File: src/sv/awc_pkg.sv
package awc_pkg;

  typedef struct packed {
    logic        timed_out;
    logic        is_manifest;
    logic [23:0] rtt_us;
    logic [31:0] pending_us;
  } in_req_t;

  typedef struct packed {
    logic [31:0] window_now;
    logic [1:0]  phase_now;
    logic [17:0] interval_us;
    logic        reschedule;
    logic        send_now;
  } out_req_t;

  localparam logic [1:0] PH_SLOW = 2'd0;
  localparam logic [1:0] PH_ADD  = 2'd1;
  localparam logic [1:0] PH_MD   = 2'd2;

  // divider jobs: 1000/rtt, inc/window, 1000000/window
  typedef enum logic [1:0] {
    OP_INC,
    OP_ADD,
    OP_IVL
  } div_op_e;

  typedef struct packed {
    logic    load_in;
    logic    pre;
    logic    div_load;
    div_op_e div_op;
    logic    div_step;
    logic    take_inc;
    logic    set_slow;
    logic    set_add;
    logic    grow;
    logic    out_load;
  } dp_cmd_t;

  typedef struct packed {
    logic timed_out;
    logic slow;
  } dp_sts_t;

  // two quotient bits per step; dividend length rounded up to even
  function automatic int unsigned div_steps(input div_op_e op, input int unsigned frac);
    int unsigned len;
    case (op)
      OP_INC:  len = 10 + frac;
      OP_ADD:  len = 32 + frac;
      default: len = 20 + frac;
    endcase
    return (len + 1) >> 1;
  endfunction

endpackage

File: src/sv/awc_ctrl.sv
module awc_ctrl #(
  parameter int unsigned FRAC_BITS = 16
) (
  input  logic             clk_i,
  input  logic             rst_ni,
  input  logic             in_valid_i,
  output logic             in_stall_o,
  output logic             out_valid_o,
  input  logic             out_stall_i,
  input  awc_pkg::dp_sts_t sts_i,
  output awc_pkg::dp_cmd_t cmd_o
);
  import awc_pkg::*;

  localparam int unsigned MAX_STEPS = div_steps(OP_ADD, FRAC_BITS);
  localparam int unsigned CW        = $clog2(MAX_STEPS + 1);

  localparam logic [2:0] ST_IDLE = 3'd0;
  localparam logic [2:0] ST_PRE  = 3'd1;
  localparam logic [2:0] ST_LD   = 3'd2;
  localparam logic [2:0] ST_RUN  = 3'd3;
  localparam logic [2:0] ST_POST = 3'd4;
  localparam logic [2:0] ST_GROW = 3'd5;
  localparam logic [2:0] ST_FIN  = 3'd6;

  logic [2:0]    state_q, state_d;
  div_op_e       op_q, op_d;
  logic [CW-1:0] cnt_q, cnt_d;
  logic          out_valid_q, out_valid_d;

  always_comb begin
    state_d = state_q;
    op_d    = op_q;
    cnt_d   = cnt_q;
    cmd_o   = '0;
    cmd_o.div_op = op_q;
    unique case (state_q)
      ST_IDLE: begin
        if (in_valid_i) begin
          cmd_o.load_in = 1'b1;
          state_d       = ST_PRE;
        end
      end
      ST_PRE: begin
        cmd_o.pre = 1'b1;
        op_d      = sts_i.timed_out ? OP_IVL : OP_INC;
        state_d   = ST_LD;
      end
      ST_LD: begin
        cmd_o.div_load = 1'b1;
        cnt_d          = CW'(div_steps(op_q, FRAC_BITS) - 1);
        state_d        = ST_RUN;
      end
      ST_RUN: begin
        cmd_o.div_step = 1'b1;
        if (cnt_q == '0) begin
          state_d = ST_POST;
        end else begin
          cnt_d = cnt_q - 1'b1;
        end
      end
      ST_POST: begin
        unique case (op_q)
          OP_INC: begin
            cmd_o.take_inc = 1'b1;
            if (sts_i.slow) begin
              cmd_o.set_slow = 1'b1;
              state_d        = ST_GROW;
            end else begin
              op_d    = OP_ADD;
              state_d = ST_LD;
            end
          end
          OP_ADD: begin
            cmd_o.take_inc = 1'b1;
            cmd_o.set_add  = 1'b1;
            state_d        = ST_GROW;
          end
          default: state_d = ST_FIN;
        endcase
      end
      ST_GROW: begin
        cmd_o.grow = 1'b1;
        op_d       = OP_IVL;
        state_d    = ST_LD;
      end
      ST_FIN: begin
        if (!out_valid_q || !out_stall_i) begin
          cmd_o.out_load = 1'b1;
          state_d        = ST_IDLE;
        end
      end
      default: state_d = ST_IDLE;
    endcase
  end

  always_comb begin
    if (cmd_o.out_load) begin
      out_valid_d = 1'b1;
    end else if (out_stall_i) begin
      out_valid_d = out_valid_q;
    end else begin
      out_valid_d = 1'b0;
    end
  end

  assign in_stall_o  = (state_q != ST_IDLE);
  assign out_valid_o = out_valid_q;

  always_ff @(posedge clk_i or negedge rst_ni) begin
    if (!rst_ni) begin
      state_q     <= ST_IDLE;
      op_q        <= OP_INC;
      cnt_q       <= '0;
      out_valid_q <= 1'b0;
    end else begin
      state_q     <= state_d;
      op_q        <= op_d;
      cnt_q       <= cnt_d;
      out_valid_q <= out_valid_d;
    end
  end

  a_accept_pre: assert property (@(posedge clk_i) disable iff (!rst_ni)
    (in_valid_i && !in_stall_o) |=> state_q == ST_PRE)
    else $error("accepted request did not start processing");

  a_run_end: assert property (@(posedge clk_i) disable iff (!rst_ni)
    (state_q == ST_RUN && cnt_q == '0) |=> state_q == ST_POST)
    else $error("divider run did not end on count");

  a_no_overwrite: assert property (@(posedge clk_i) disable iff (!rst_ni)
    (state_q == ST_FIN && out_valid_q && out_stall_i) |-> !cmd_o.out_load)
    else $error("held result overwritten");

endmodule

File: src/sv/awc_dp.sv
module awc_dp #(
  parameter int unsigned FRAC_BITS = 16
) (
  input  logic              clk_i,
  input  logic              rst_ni,
  input  logic              cfg_we_i,
  input  logic [31:0]       cfg_wdata_i,
  input  awc_pkg::in_req_t  in_req_i,
  input  awc_pkg::dp_cmd_t  cmd_i,
  output awc_pkg::dp_sts_t  sts_o,
  output awc_pkg::out_req_t out_req_o
);
  import awc_pkg::*;

  localparam int unsigned DVW     = 2 * div_steps(OP_ADD, FRAC_BITS);
  localparam logic [31:0] WIN_RST = 32'd4 << FRAC_BITS;
  localparam logic [DVW-1:0] INC_NUM = DVW'(1000) << FRAC_BITS;
  localparam logic [DVW-1:0] IVL_NUM = DVW'(1000000) << FRAC_BITS;

  function automatic logic [32:0] div_bit(input logic [31:0] r, input logic b,
                                          input logic [31:0] d);
    logic [32:0] t;
    logic [32:0] s;
    t = {r, b};
    s = t - {1'b0, d};
    if (t >= {1'b0, d}) begin
      return {1'b1, s[31:0]};
    end
    return {1'b0, t[31:0]};
  endfunction

  logic [31:0]    max_win_q, win_q, thr_q, inc_q;
  logic [1:0]     phase_q;
  logic [15:0]    ign_q;
  logic           resched_q;
  in_req_t        in_q;
  out_req_t       out_q;
  logic [31:0]    div_r_q, div_d_q;
  logic [DVW-1:0] div_q_q;

  logic           counted;
  logic [31:0]    win_ip, half, shrunk;
  logic [15:0]    ign_set, ign_mid, ign_next;
  logic [DVW-1:0] dvd;
  logic [31:0]    dvs;
  logic [32:0]    s1, s2;
  logic [31:0]    q_sat32, grown, capped;
  logic [32:0]    sum;
  logic [17:0]    ivl;
  logic           resched_fin;

  // timeout handling and ignore counter
  assign counted  = in_q.timed_out && (phase_q != PH_MD) && (ign_q == '0);
  assign win_ip   = win_q >> FRAC_BITS;
  assign ign_set  = (|win_ip[31:16]) ? 16'hFFFF : win_ip[15:0];
  assign half     = win_q >> 1;
  assign shrunk   = (half < WIN_RST) ? WIN_RST : half;
  assign ign_mid  = counted ? ign_set : ign_q;
  assign ign_next = (ign_mid != '0) ? ign_mid - 1'b1 : ign_mid;

  // divider operands
  always_comb begin
    unique case (cmd_i.div_op)
      OP_INC: begin
        dvd = INC_NUM;
        dvs = {8'd0, in_q.rtt_us};
      end
      OP_ADD: begin
        dvd = {{(DVW-32){1'b0}}, inc_q} << FRAC_BITS;
        dvs = win_q;
      end
      default: begin
        dvd = IVL_NUM;
        dvs = win_q;
      end
    endcase
  end

  assign s1 = div_bit(div_r_q, div_q_q[DVW-1], div_d_q);
  assign s2 = div_bit(s1[31:0], div_q_q[DVW-2], div_d_q);

  // a zero divisor saturates the increment to all ones
  assign q_sat32 = ((|div_q_q[DVW-1:32]) || (div_d_q == '0)) ? 32'hFFFF_FFFF :
                   div_q_q[31:0];
  assign ivl     = (|div_q_q[DVW-1:18]) ? 18'h3FFFF : div_q_q[17:0];

  assign sum    = {1'b0, win_q} + {1'b0, inc_q};
  assign grown  = sum[32] ? 32'hFFFF_FFFF : sum[31:0];
  assign capped = (grown > max_win_q) ? max_win_q : grown;

  assign resched_fin = resched_q || (!in_q.timed_out && (in_q.pending_us > {14'd0, ivl}));

  always_ff @(posedge clk_i or negedge rst_ni) begin
    if (!rst_ni) begin
      max_win_q <= WIN_RST;
      win_q     <= WIN_RST;
      thr_q     <= 32'hFFFF_FFFF;
      phase_q   <= PH_SLOW;
      ign_q     <= '0;
      resched_q <= 1'b0;
    end else begin
      if (cfg_we_i) begin
        max_win_q <= cfg_wdata_i;
      end
      if (cmd_i.pre) begin
        ign_q     <= ign_next;
        resched_q <= counted;
        if (counted) begin
          win_q   <= shrunk;
          thr_q   <= shrunk;
          phase_q <= PH_MD;
        end
      end
      if (cmd_i.set_slow) begin
        phase_q <= PH_SLOW;
      end
      if (cmd_i.set_add) begin
        phase_q <= PH_ADD;
      end
      if (cmd_i.grow) begin
        win_q <= capped;
      end
    end
  end

  always_ff @(posedge clk_i) begin
    if (cmd_i.load_in) begin
      in_q <= in_req_i;
    end
    if (cmd_i.div_load) begin
      div_r_q <= '0;
      div_d_q <= dvs;
      div_q_q <= dvd << (DVW - 2 * div_steps(cmd_i.div_op, FRAC_BITS));
    end else if (cmd_i.div_step) begin
      div_r_q <= s2[31:0];
      div_q_q <= {div_q_q[DVW-3:0], s1[32], s2[32]};
    end
    if (cmd_i.take_inc) begin
      inc_q <= q_sat32;
    end
    if (cmd_i.out_load) begin
      out_q.window_now  <= win_q;
      out_q.phase_now   <= phase_q;
      out_q.interval_us <= ivl;
      out_q.reschedule  <= resched_fin;
      out_q.send_now    <= in_q.is_manifest;
    end
  end

  assign sts_o.timed_out = in_q.timed_out;
  assign sts_o.slow      = win_q < thr_q;
  assign out_req_o       = out_q;

  a_md_floor: assert property (@(posedge clk_i) disable iff (!rst_ni)
    (phase_q == PH_MD) |-> (win_q >= WIN_RST))
    else $error("window below floor after decrease");

  a_md_thr: assert property (@(posedge clk_i) disable iff (!rst_ni)
    (phase_q == PH_MD) |-> (thr_q == win_q))
    else $error("threshold differs from window after decrease");

endmodule

File: src/sv/aimd_window_controller.sv
// AIMD congestion window controller with slow start.
// Input channel: in_valid_i / in_stall_o carry one reply event request
// (timeout flag, manifest flag, RTT estimate, time to next send).
// Output channel: out_valid_o / out_stall_i carry one result request per
// event: window, phase, send interval, reschedule and send-now flags.
// Config: cfg_we_i writes max_window from cfg_wdata_i; the current window
// is not touched by the write.
// One event is processed at a time through a shared radix-4 restoring
// divider (two quotient bits per cycle). A timeout runs only the interval
// division; slow start first divides 1000 by the RTT for the increment, and
// additive increase also divides that increment by the window. The next
// event is accepted in the cycle after the result is registered, even if
// that result is still held by a stalled receiver; the block only waits at
// the end of processing when the output register is still full.
// Reset (async, active low) sets max_window and the window to 4.0, the
// threshold to all ones, the phase to slow start and the ignore count to 0.
module aimd_window_controller #(
  parameter int unsigned FRAC_BITS = 16
) (
  input  logic              clk_i,
  input  logic              rst_ni,
  input  logic              cfg_we_i,
  input  logic [31:0]       cfg_wdata_i,
  input  logic              in_valid_i,
  output logic              in_stall_o,
  input  awc_pkg::in_req_t  in_req_i,
  output logic              out_valid_o,
  input  logic              out_stall_i,
  output awc_pkg::out_req_t out_req_o
);
  import awc_pkg::*;

  dp_cmd_t cmd;
  dp_sts_t sts;

  awc_ctrl #(
    .FRAC_BITS(FRAC_BITS)
  ) u_ctrl (
    .clk_i      (clk_i),
    .rst_ni     (rst_ni),
    .in_valid_i (in_valid_i),
    .in_stall_o (in_stall_o),
    .out_valid_o(out_valid_o),
    .out_stall_i(out_stall_i),
    .sts_i      (sts),
    .cmd_o      (cmd)
  );

  awc_dp #(
    .FRAC_BITS(FRAC_BITS)
  ) u_dp (
    .clk_i      (clk_i),
    .rst_ni     (rst_ni),
    .cfg_we_i   (cfg_we_i),
    .cfg_wdata_i(cfg_wdata_i),
    .in_req_i   (in_req_i),
    .cmd_i      (cmd),
    .sts_o      (sts),
    .out_req_o  (out_req_o)
  );

endmodule

File: config.mk
export PLATFORM = sky130hd
export DESIGN_NAME = aimd_window_controller
export DESIGN_NICKNAME = d
export VERILOG_FILES = /design/src/sv/awc_pkg.sv /design/src/sv/awc_ctrl.sv /design/src/sv/awc_dp.sv /design/src/sv/aimd_window_controller.sv
export SDC_FILE = /design/constraint.sdc
export NUM_CORES = 1
export LEC_CHECK = 0
export ABC_CLOCK_PERIOD_IN_PS = 8150
export BUFFER_PORTS_ARGS = -buffer_cell sky130_fd_sc_hd__buf_2
export CAP_MARGIN = 20
export CORE_MARGIN = 3
export CORE_UTILIZATION = 40
export CTS_CLUSTER_DIAMETER = 50
export DETAILED_ROUTE_END_ITERATION = 8
export PLACE_DENSITY = 0.57
export RECOVER_POWER = 100
export SYNTH_ARGS = -nofsm -noshare
export SYNTH_HDL_FRONTEND = slang
export SYNTH_SLANG_ARGS = --single-unit
File: constraint.sdc
create_clock -name clk_i -period 8.15 [get_ports clk_i]
set_clock_uncertainty 0.05 [all_clocks]
set_input_delay 0.815 -clock clk_i [delete_from_list [all_inputs] [get_ports clk_i]]
set_output_delay 0.815 -clock clk_i [all_outputs]
set_load 0.005 [all_outputs]
==> results.toml, run 1 <==
[timing]
layout_min_cycle_time_ns = 7.250
worst_slew_pin_slew_ns = 3.076
rsz0062_at_grt = "no"
fin_tns_setup_ns = 0
post-route-period-util = 0.8896
hold_viol_final = 0
setup_ws_ns = 0.9001
setup_violations = 0
slew_violations = 591
max_freq_mhz = 137.9
holdWs_ns = 0.3232
slew_headroom = -1.058

[power_and_ir_drop]
p_leak_nw = 10.79
power.density_nw_per_um2 = 508.8
clkPwrFrac = 0.176
swShare = 0.4645
power_switching_mw = 6.208
irDropWorstVdd_mv = 0.3175
combPwrFrac = 0.570
power_frac_seq = 0.255
p_int_mw = 7.156

[floorplanning]
core_um2 = 56710
start_util = 0.4062
dieArea_um2 = 60500
die_height_um = 246.0
die-width_um = 246.0
rows = 87
ios = 151

[global_routing]
use_met2 = 0.3887
track_usage = 0.2274
grt_pass1_wl_mm = 107.1
overflow = 0
grt.busiest_layer = "met2"
gr-usage-met1 = 0.2984
grt_use_met3 = 0.03080
grt_pass1_vias = 18476
antenna_found_initial = 1
grt_max_degree = 64

[yosys]
avgSynthCellArea_um2 = 9.727
synthTopCellsByArea = "edfxtp_1, dfrtp_1, ha_1, nand2_1, o21ai_0"
yosys-top-cells-count = "nand2_1, edfxtp_1, o21ai_0, ha_1, a21oi_1"
ys_warn_count = 0
syn_nets = 2646
synth-adder-area-share = 0.1004
netlist_area_um2 = 23030
synth_top_family_by_area = "compound AO/OA/AOI/OAI gates"
synthDominantCellAreaShare = 0.2920
seq_area_frac_synth = 0.4586
ys_ff_latch = 382
synth-simple-area-share = 0.1620
synthCells = 2368
ys.flop_type = "edfxtp_1"
synth-compound-area-share = 0.1781
yosysTopAreaCell = "edfxtp_1"
synthDistinctLibCells = 85
synthMuxAreaShare = 0.03118
synth_edf_count = 224
yosysMostFrequentCell = "nand2_1"
synth_xor_area_frac = 0.02928
synthArstFlopShare = 0.3298

[cts]
numCtsBuffers = 55
clockBufferDepth = 3
cts_tree = "done"
postCtsHoldBufs = 0
cts_root_buf = "clkbuf_16"
cts.sinks = 382
cts_setup_buffers = 0
cts-htree-levels = 2
cts.reportedPaths.clkPinSlew_ns = 0.06
cts_resized = 0
insertion_delay_ns = 0.62

[routing]
initialDrtViolationCount = 1295
postRouteAntennaNets = 0
viasPerCell = 5.618
vias = 18583
drc = 0
wire_per_inst_um = 20.95
dr.pass1.iters = 5
wl_mm = 69.30

[critical_path]
r2r_cells = 21
r2r_slack_ns = 0.90
endpoint_kind = "flop"
start_kind = "flop"
worst_ep_required_time_ns = 8.58
critPathArrivalTime_ns = 7.68
crit_type = "reg2reg"
worstPathMaxFanout = 25

[placement]
dp.cells = 3203
dp.final_hpwl_mm = 51.91
finalWeightedCongestion = 0.9217
place_ws_ns = 1.245
portBuffers = 150

[finish]
antenna_cells = 0
layoutNonFillerInstCount = 3308
fin_nets = 2783
final_util = 0.4631
area_delta_synth_final_pct = 14.02
layout-drive-gt1-share = 0.1254

[status]
failed_checks = "capacitance limit, slew limit"
status = "finished with violations"

[run]
drv_cap = 14

[hold_path]
worstHoldPathCells = 1
hp-class = "in2reg"
area by class of cell:
cell class / count / area, µm²
clock buffers: 69 / 1470
clock inverters: 35 / 356.6
fillers: 5419 / 30450
inverters: 142 / 533.0
multi-input cells: 1742 / 11520
flip-flops and latches: 382 / 10560
well taps: 756 / 945.9
repair buffers: 182 / 870.8
through the flow:
step	power [mW]	instance area (µm²)
after floorplan	8.787	23030
after global routing	14.39	26260
after global placement	10.88	24590
after CTS	13.39	26420
final	13.36	26260
after detailed placement	10.96	24590
critical path, stage by stage (launching register included):
cell and delay, ns:
edfxtp_1 0.39, inv_1 0.21, ha_1 0.28, nor2b_1 0.14, o211a_1 0.24, o2111ai_1 0.46
a2111oi_2 0.16, o31ai_1 0.38, and2_1 0.90, o21ai_0 0.34, ha_1 0.43, and3_1 0.23
nand4_1 0.19, or3_1 0.47, a211oi_1 0.25, nor4_1 0.11, nor3b_1 0.42, a2111oi_4 0.13
nand2_1 0.48, buf_4 0.47, a21oi_1 0.11, a22o_1 0.27
routing by layer:
metal / wire (µm) / vias up
met4: 2170 / 0
met5: 0 / -
met3: 3341 / 146
met2: 33570 / 502
met1: 30230 / 9013
li1: - / 8922
final timing paths:
| path | from | end |
|---|---|---|
| max | u_dp.div_d_q[1] | u_dp.div_r_q[25] |
| min | in_req_i[56] | u_dp.in_q[56] |
| max reg2reg | u_dp.div_d_q[1] | u_dp.div_r_q[25] |
| min reg2reg | u_dp.in_q[56] | u_dp.out_req_o[0] |
| max in group asynchronous | rst_ni | u_dp.max_win_q[26] |
| min in group asynchronous | rst_ni | u_ctrl.cnt_q[0] |
cells by family (layout without fill, tap and decap cells):
logic type	count (synthesis)	count (layout)
and+or+nand+nor	768	768
AOI/OAI and AO/OA	646	646
DFF	382	382
buffers and inverters	244	428
adders and majority gates	183	183
xor gates and xnor gates	77	77
muxes	68	68
placed cells by master, fill, tap and decap left out, types with 30 or more instances in the layout:
cell type	netlist	final
xnor2_1	47	47
ha_1	180	180
dfstp_2	34	33
clkbuf_1	85	65
nand3_1	71	71
nand4_1	37	37
buf_2	8	114
nand2_1	305	305
a21o_1	88	88
clkbuf_16	0	56
a21oi_1	158	158
or2_2	39	39
edfxtp_1	224	224
mux2i_1	38	38
o21ai_0	186	188
nor2_1	114	114
inv_1	142	141
xor2_1	30	30
dfxtp_1	32	32
dfrtp_1	92	92
power by group through the flow:
stage	clock network (mW)	registers, mW	logic [mW]
final	2.35	3.40	7.61
after global routing	2.50	3.46	8.43
after CTS	2.41	3.38	7.60
after detailed placement	0	3.41	7.55
after global placement	0	3.40	7.48
after floorplan	0	3.09	5.69
state kept, by name, summed over array words and instances (netlist names), 2 cells and up:
signal and flops:
u_dp.div_d_q 32, u_dp.win_q 32, u_ctrl.op_q 2, u_dp.div_q_q 48, u_ctrl.cnt_q 5, u_dp.div_r_q 32
u_dp.phase_q 2, u_dp.ign_q 16, u_dp.thr_q 32, u_dp.out_req_o 54, u_dp.in_q 57, u_dp.max_win_q 32
u_ctrl.state_q 3, u_dp.inc_q 32
Note: power is estimated with default switching activity, not from simulation.
==> inputs of run 2 (changes only) <==
CELL_PAD_IN_SITES_DETAIL_PLACEMENT = 1   (was unset)
CELL_PAD_IN_SITES_GLOBAL_PLACEMENT = 2   (was unset)
PLACE_DENSITY = 0.81   (was 0.57)
SYNTH_HIERARCHICAL = 1   (was unset)
==> run 2 against run 1 <==
The run still ends with capacitance limit, slew limit left. Non-clock buffer count shrank 2. Worst setup slack got worse by 0.10 ns. Hold slack got worse by 0.011 ns. Maximum frequency shrank 1.4%. Wire length rose by 7.8%. Global-route usage is 1.8 points higher. Core utilization about the same. Via count up 0.61%. Clock-buffer cell count grew 6. Register-to-register slack got worse by 0.10 ns. Design area is 0.20% lower. Sequential share of layout area is 0.083 points higher. Critical endpoint is now u_dp/div_r_q[21]. Largest cell class unchanged.
==> results.toml, run 2 <==
[floorplanning]
die_height_um = 245.6
dieArea_um2 = 60300
die-width_um = 245.6
ios = 151
rows = 87
start_util = 0.4055
core_um2 = 56600

[yosys]
synth_edf_count = 224
seq_area_frac_synth = 0.4601
synthCells = 2338
yosys-top-cells-count = "nand2_1, edfxtp_1, ha_1, inv_1, o21ai_0"
synthTopCellsByArea = "edfxtp_1, dfrtp_1, ha_1, nand2_1, dfstp_2"
avgSynthCellArea_um2 = 9.819
yosysTopAreaCell = "edfxtp_1"
synthDominantCellAreaShare = 0.2930
yosysMostFrequentCell = "nand2_1"
ys_ff_latch = 382
netlist_area_um2 = 22960
ys_warn_count = 6
synthArstFlopShare = 0.3298
syn_nets = 2616
ys.flop_type = "edfxtp_1"
synthDistinctLibCells = 85

[global_routing]
grt_max_degree = 71
grt_pass1_vias = 19651
antenna_found_initial = 1
track_usage = 0.2453
overflow = 0
grt_pass1_wl_mm = 115.0

[status]
status = "finished with violations"
failed_checks = "capacitance limit, slew limit"

[critical_path]
worstPathMaxFanout = 19
r2r_cells = 21
r2r_end = "u_dp/div_r_q[21]"
timing.rr.start = "u_dp/div_d_q[1]"
crit_type = "reg2reg"
endpoint_kind = "flop"
critPathArrivalTime_ns = 7.61
r2r_slack_ns = 0.80
worst_ep_required_time_ns = 8.41
start_kind = "flop"

[timing]
post-route-period-util = 0.9022
slew_violations = 580
max_freq_mhz = 136.0
hold_viol_final = 0
worst_slew_pin_slew_ns = 3.930
fin_tns_setup_ns = 0
rsz0062_at_grt = "no"
setup_violations = 0
layout_min_cycle_time_ns = 7.353
slew_headroom = -1.620

[routing]
wl_mm = 74.69
initialDrtViolationCount = 1230
wire_per_inst_um = 22.72
postRouteAntennaNets = 0
vias = 18697
viasPerCell = 5.688
drc = 0
dr.pass1.iters = 5

[cts]
cts_resized = 0
postCtsHoldBufs = 0
cts_setup_buffers = 0
clockBufferDepth = 3
numCtsBuffers = 54
cts-htree-levels = 2
cts.reportedPaths.clkPinSlew_ns = 0.06
cts.sinks = 382
insertion_delay_ns = 0.62
cts_root_buf = "clkbuf_16"
cts_tree = "done"

[finish]
seq_area_um2 = 10560
regMostFlops = "u_dp/in_q"
area_delta_synth_final_pct = 14.18
final_common_cell = "nand2_1"
fillers = 6422
multi_input_area_um2 = 11330
fin_nets = 2762
largest_reg_flops = 57
layout_common_cells = "nand2_1, edfxtp_1, ha_1, inv_1, o21ai_0"
layout-drive-gt1-share = 0.1269

[hold_path]
holdPathEnd = "u_dp/in_q[0]"
hp-class = "in2reg"
holdCritStartpoint = "in_req_i[0]"
worstHoldPathCells = 1

[placement]
finalWeightedCongestion = 0.8924
dp.final_hpwl_mm = 54.43
portBuffers = 150

[run]
drv_cap = 11
==> run 2: cell count changes in the layout (fill, tap and decap cells not counted), moves of 14 or more <==
| cell | previous run | this run |
|---|---|---|
| nand2b_1 | 22 | 41 |
| nand3_1 | 71 | 34 |
| clkbuf_1 | 65 | 86 |
| a21o_1 | 88 | 56 |
| buf_2 | 114 | 98 |
| o211ai_1 | 27 | 7 |
| mux2_2 | 19 | 38 |
| and2_0 | 15 | 1 |
| a311oi_1 | 4 | 24 |
| inv_1 | 141 | 176 |
| nor2b_1 | 27 | 44 |
| mux2i_1 | 38 | 9 |
| a221oi_1 | 4 | 22 |
==> run 2: metrics by stage <==
stage	util	cells	hold slack, ns	instance area, µm²	worst slack, ns
floorplan	-	2338	0.3503	22960	3.097
global placement	0.4334	3184	0.3517	24530	1.156
detailed placement	0.4334	3184	0.3793	24530	1.080
CTS	0.4666	3286	0.1076	26410	1.000
global route	0.4630	3286	0.2807	26210	0.2567
finish	0.4630	3287	0.3120	26210	0.7968
==> run 2: cell type report <==
| class | count | share of cell area |
|---|---|---|
| antenna | 1 | 0.00009547 |
| clock buffer | 75 | 0.05762 |
| clock inverter | 27 | 0.01408 |
| inverter | 177 | 0.02535 |
| multi-input combinational | 1689 | 0.4323 |
| sequential | 382 | 0.4030 |
| tap | 756 | 0.03609 |
| timing repair buffer | 180 | 0.03151 |
==> run 2: worst max-delay path by stage <==
stage	slack [ns]	depth (start not counted)	start	endpoint
2_1_floorplan	3.10	23	u_dp/div_d_q[1]	u_dp/div_r_q[28]
3_3_place_gp	1.16	21	u_dp/div_d_q[10]	u_dp/div_r_q[31]
3_5_place_dp	1.08	21	u_dp/div_d_q[1]	u_dp/div_r_q[31]
4_1_cts	1.00	21	u_dp/div_d_q[1]	u_dp/div_r_q[31]
5_1_grt	0.26	21	u_dp/div_d_q[1]	u_dp/div_r_q[21]
6_report	0.80	21	u_dp/div_d_q[1]	u_dp/div_r_q[21]
==> run 2: cell families (layout without fill, tap and decap cells) <==
group	after synthesis	after routing	share of synthesized area
adder cells (fa/ha/maj)	183	183	0.1007
XOR/XNOR	85	85	0.03243
other	0	1	0
AO/OA/AOI/OAI	626	626	0.1757
multiplexers	63	63	0.03041
AND/OR/NAND/NOR	732	732	0.1539
buffers and inverters	267	459	0.04677
flip-flops	382	382	0.4601
==> run 2: worst max-delay path: stages, from the launching register on <==
cell       delay, ns
edfxtp_1        0.40
inv_1           0.19
ha_1            0.29
nor2b_1         0.16
o2111a_1        0.25
o21ai_1         0.31
nand2_1         0.11
a211o_1         0.30
a21oi_1         0.13
nand2b_1        0.81
mux2_2          0.45
ha_1            0.42
nand3_1         0.18
nor3_1          0.51
o21ai_0         0.35
a2111oi_2       0.48
o2111ai_1       0.20
nand3_1         0.13
or2_1           0.55
buf_4           0.42
mux2i_1         0.24
a211oi_1        0.09
==> run 2: layer usage <==
layer	wire [µm]	share of wire	track usage	up-vias
li1	-	-	-	8787
met1	32680	0.44	0.3202	9356
met2	35960	0.48	0.4151	426
met3	3641	0.049	0.03598	128
met4	2412	0.032	0.08736	0
met5	0	0	0	-
Power of run 2 is left out: the tool's default activity adds up to more than one toggle a clock period on the data nets, which glitch-free logic cannot reach.
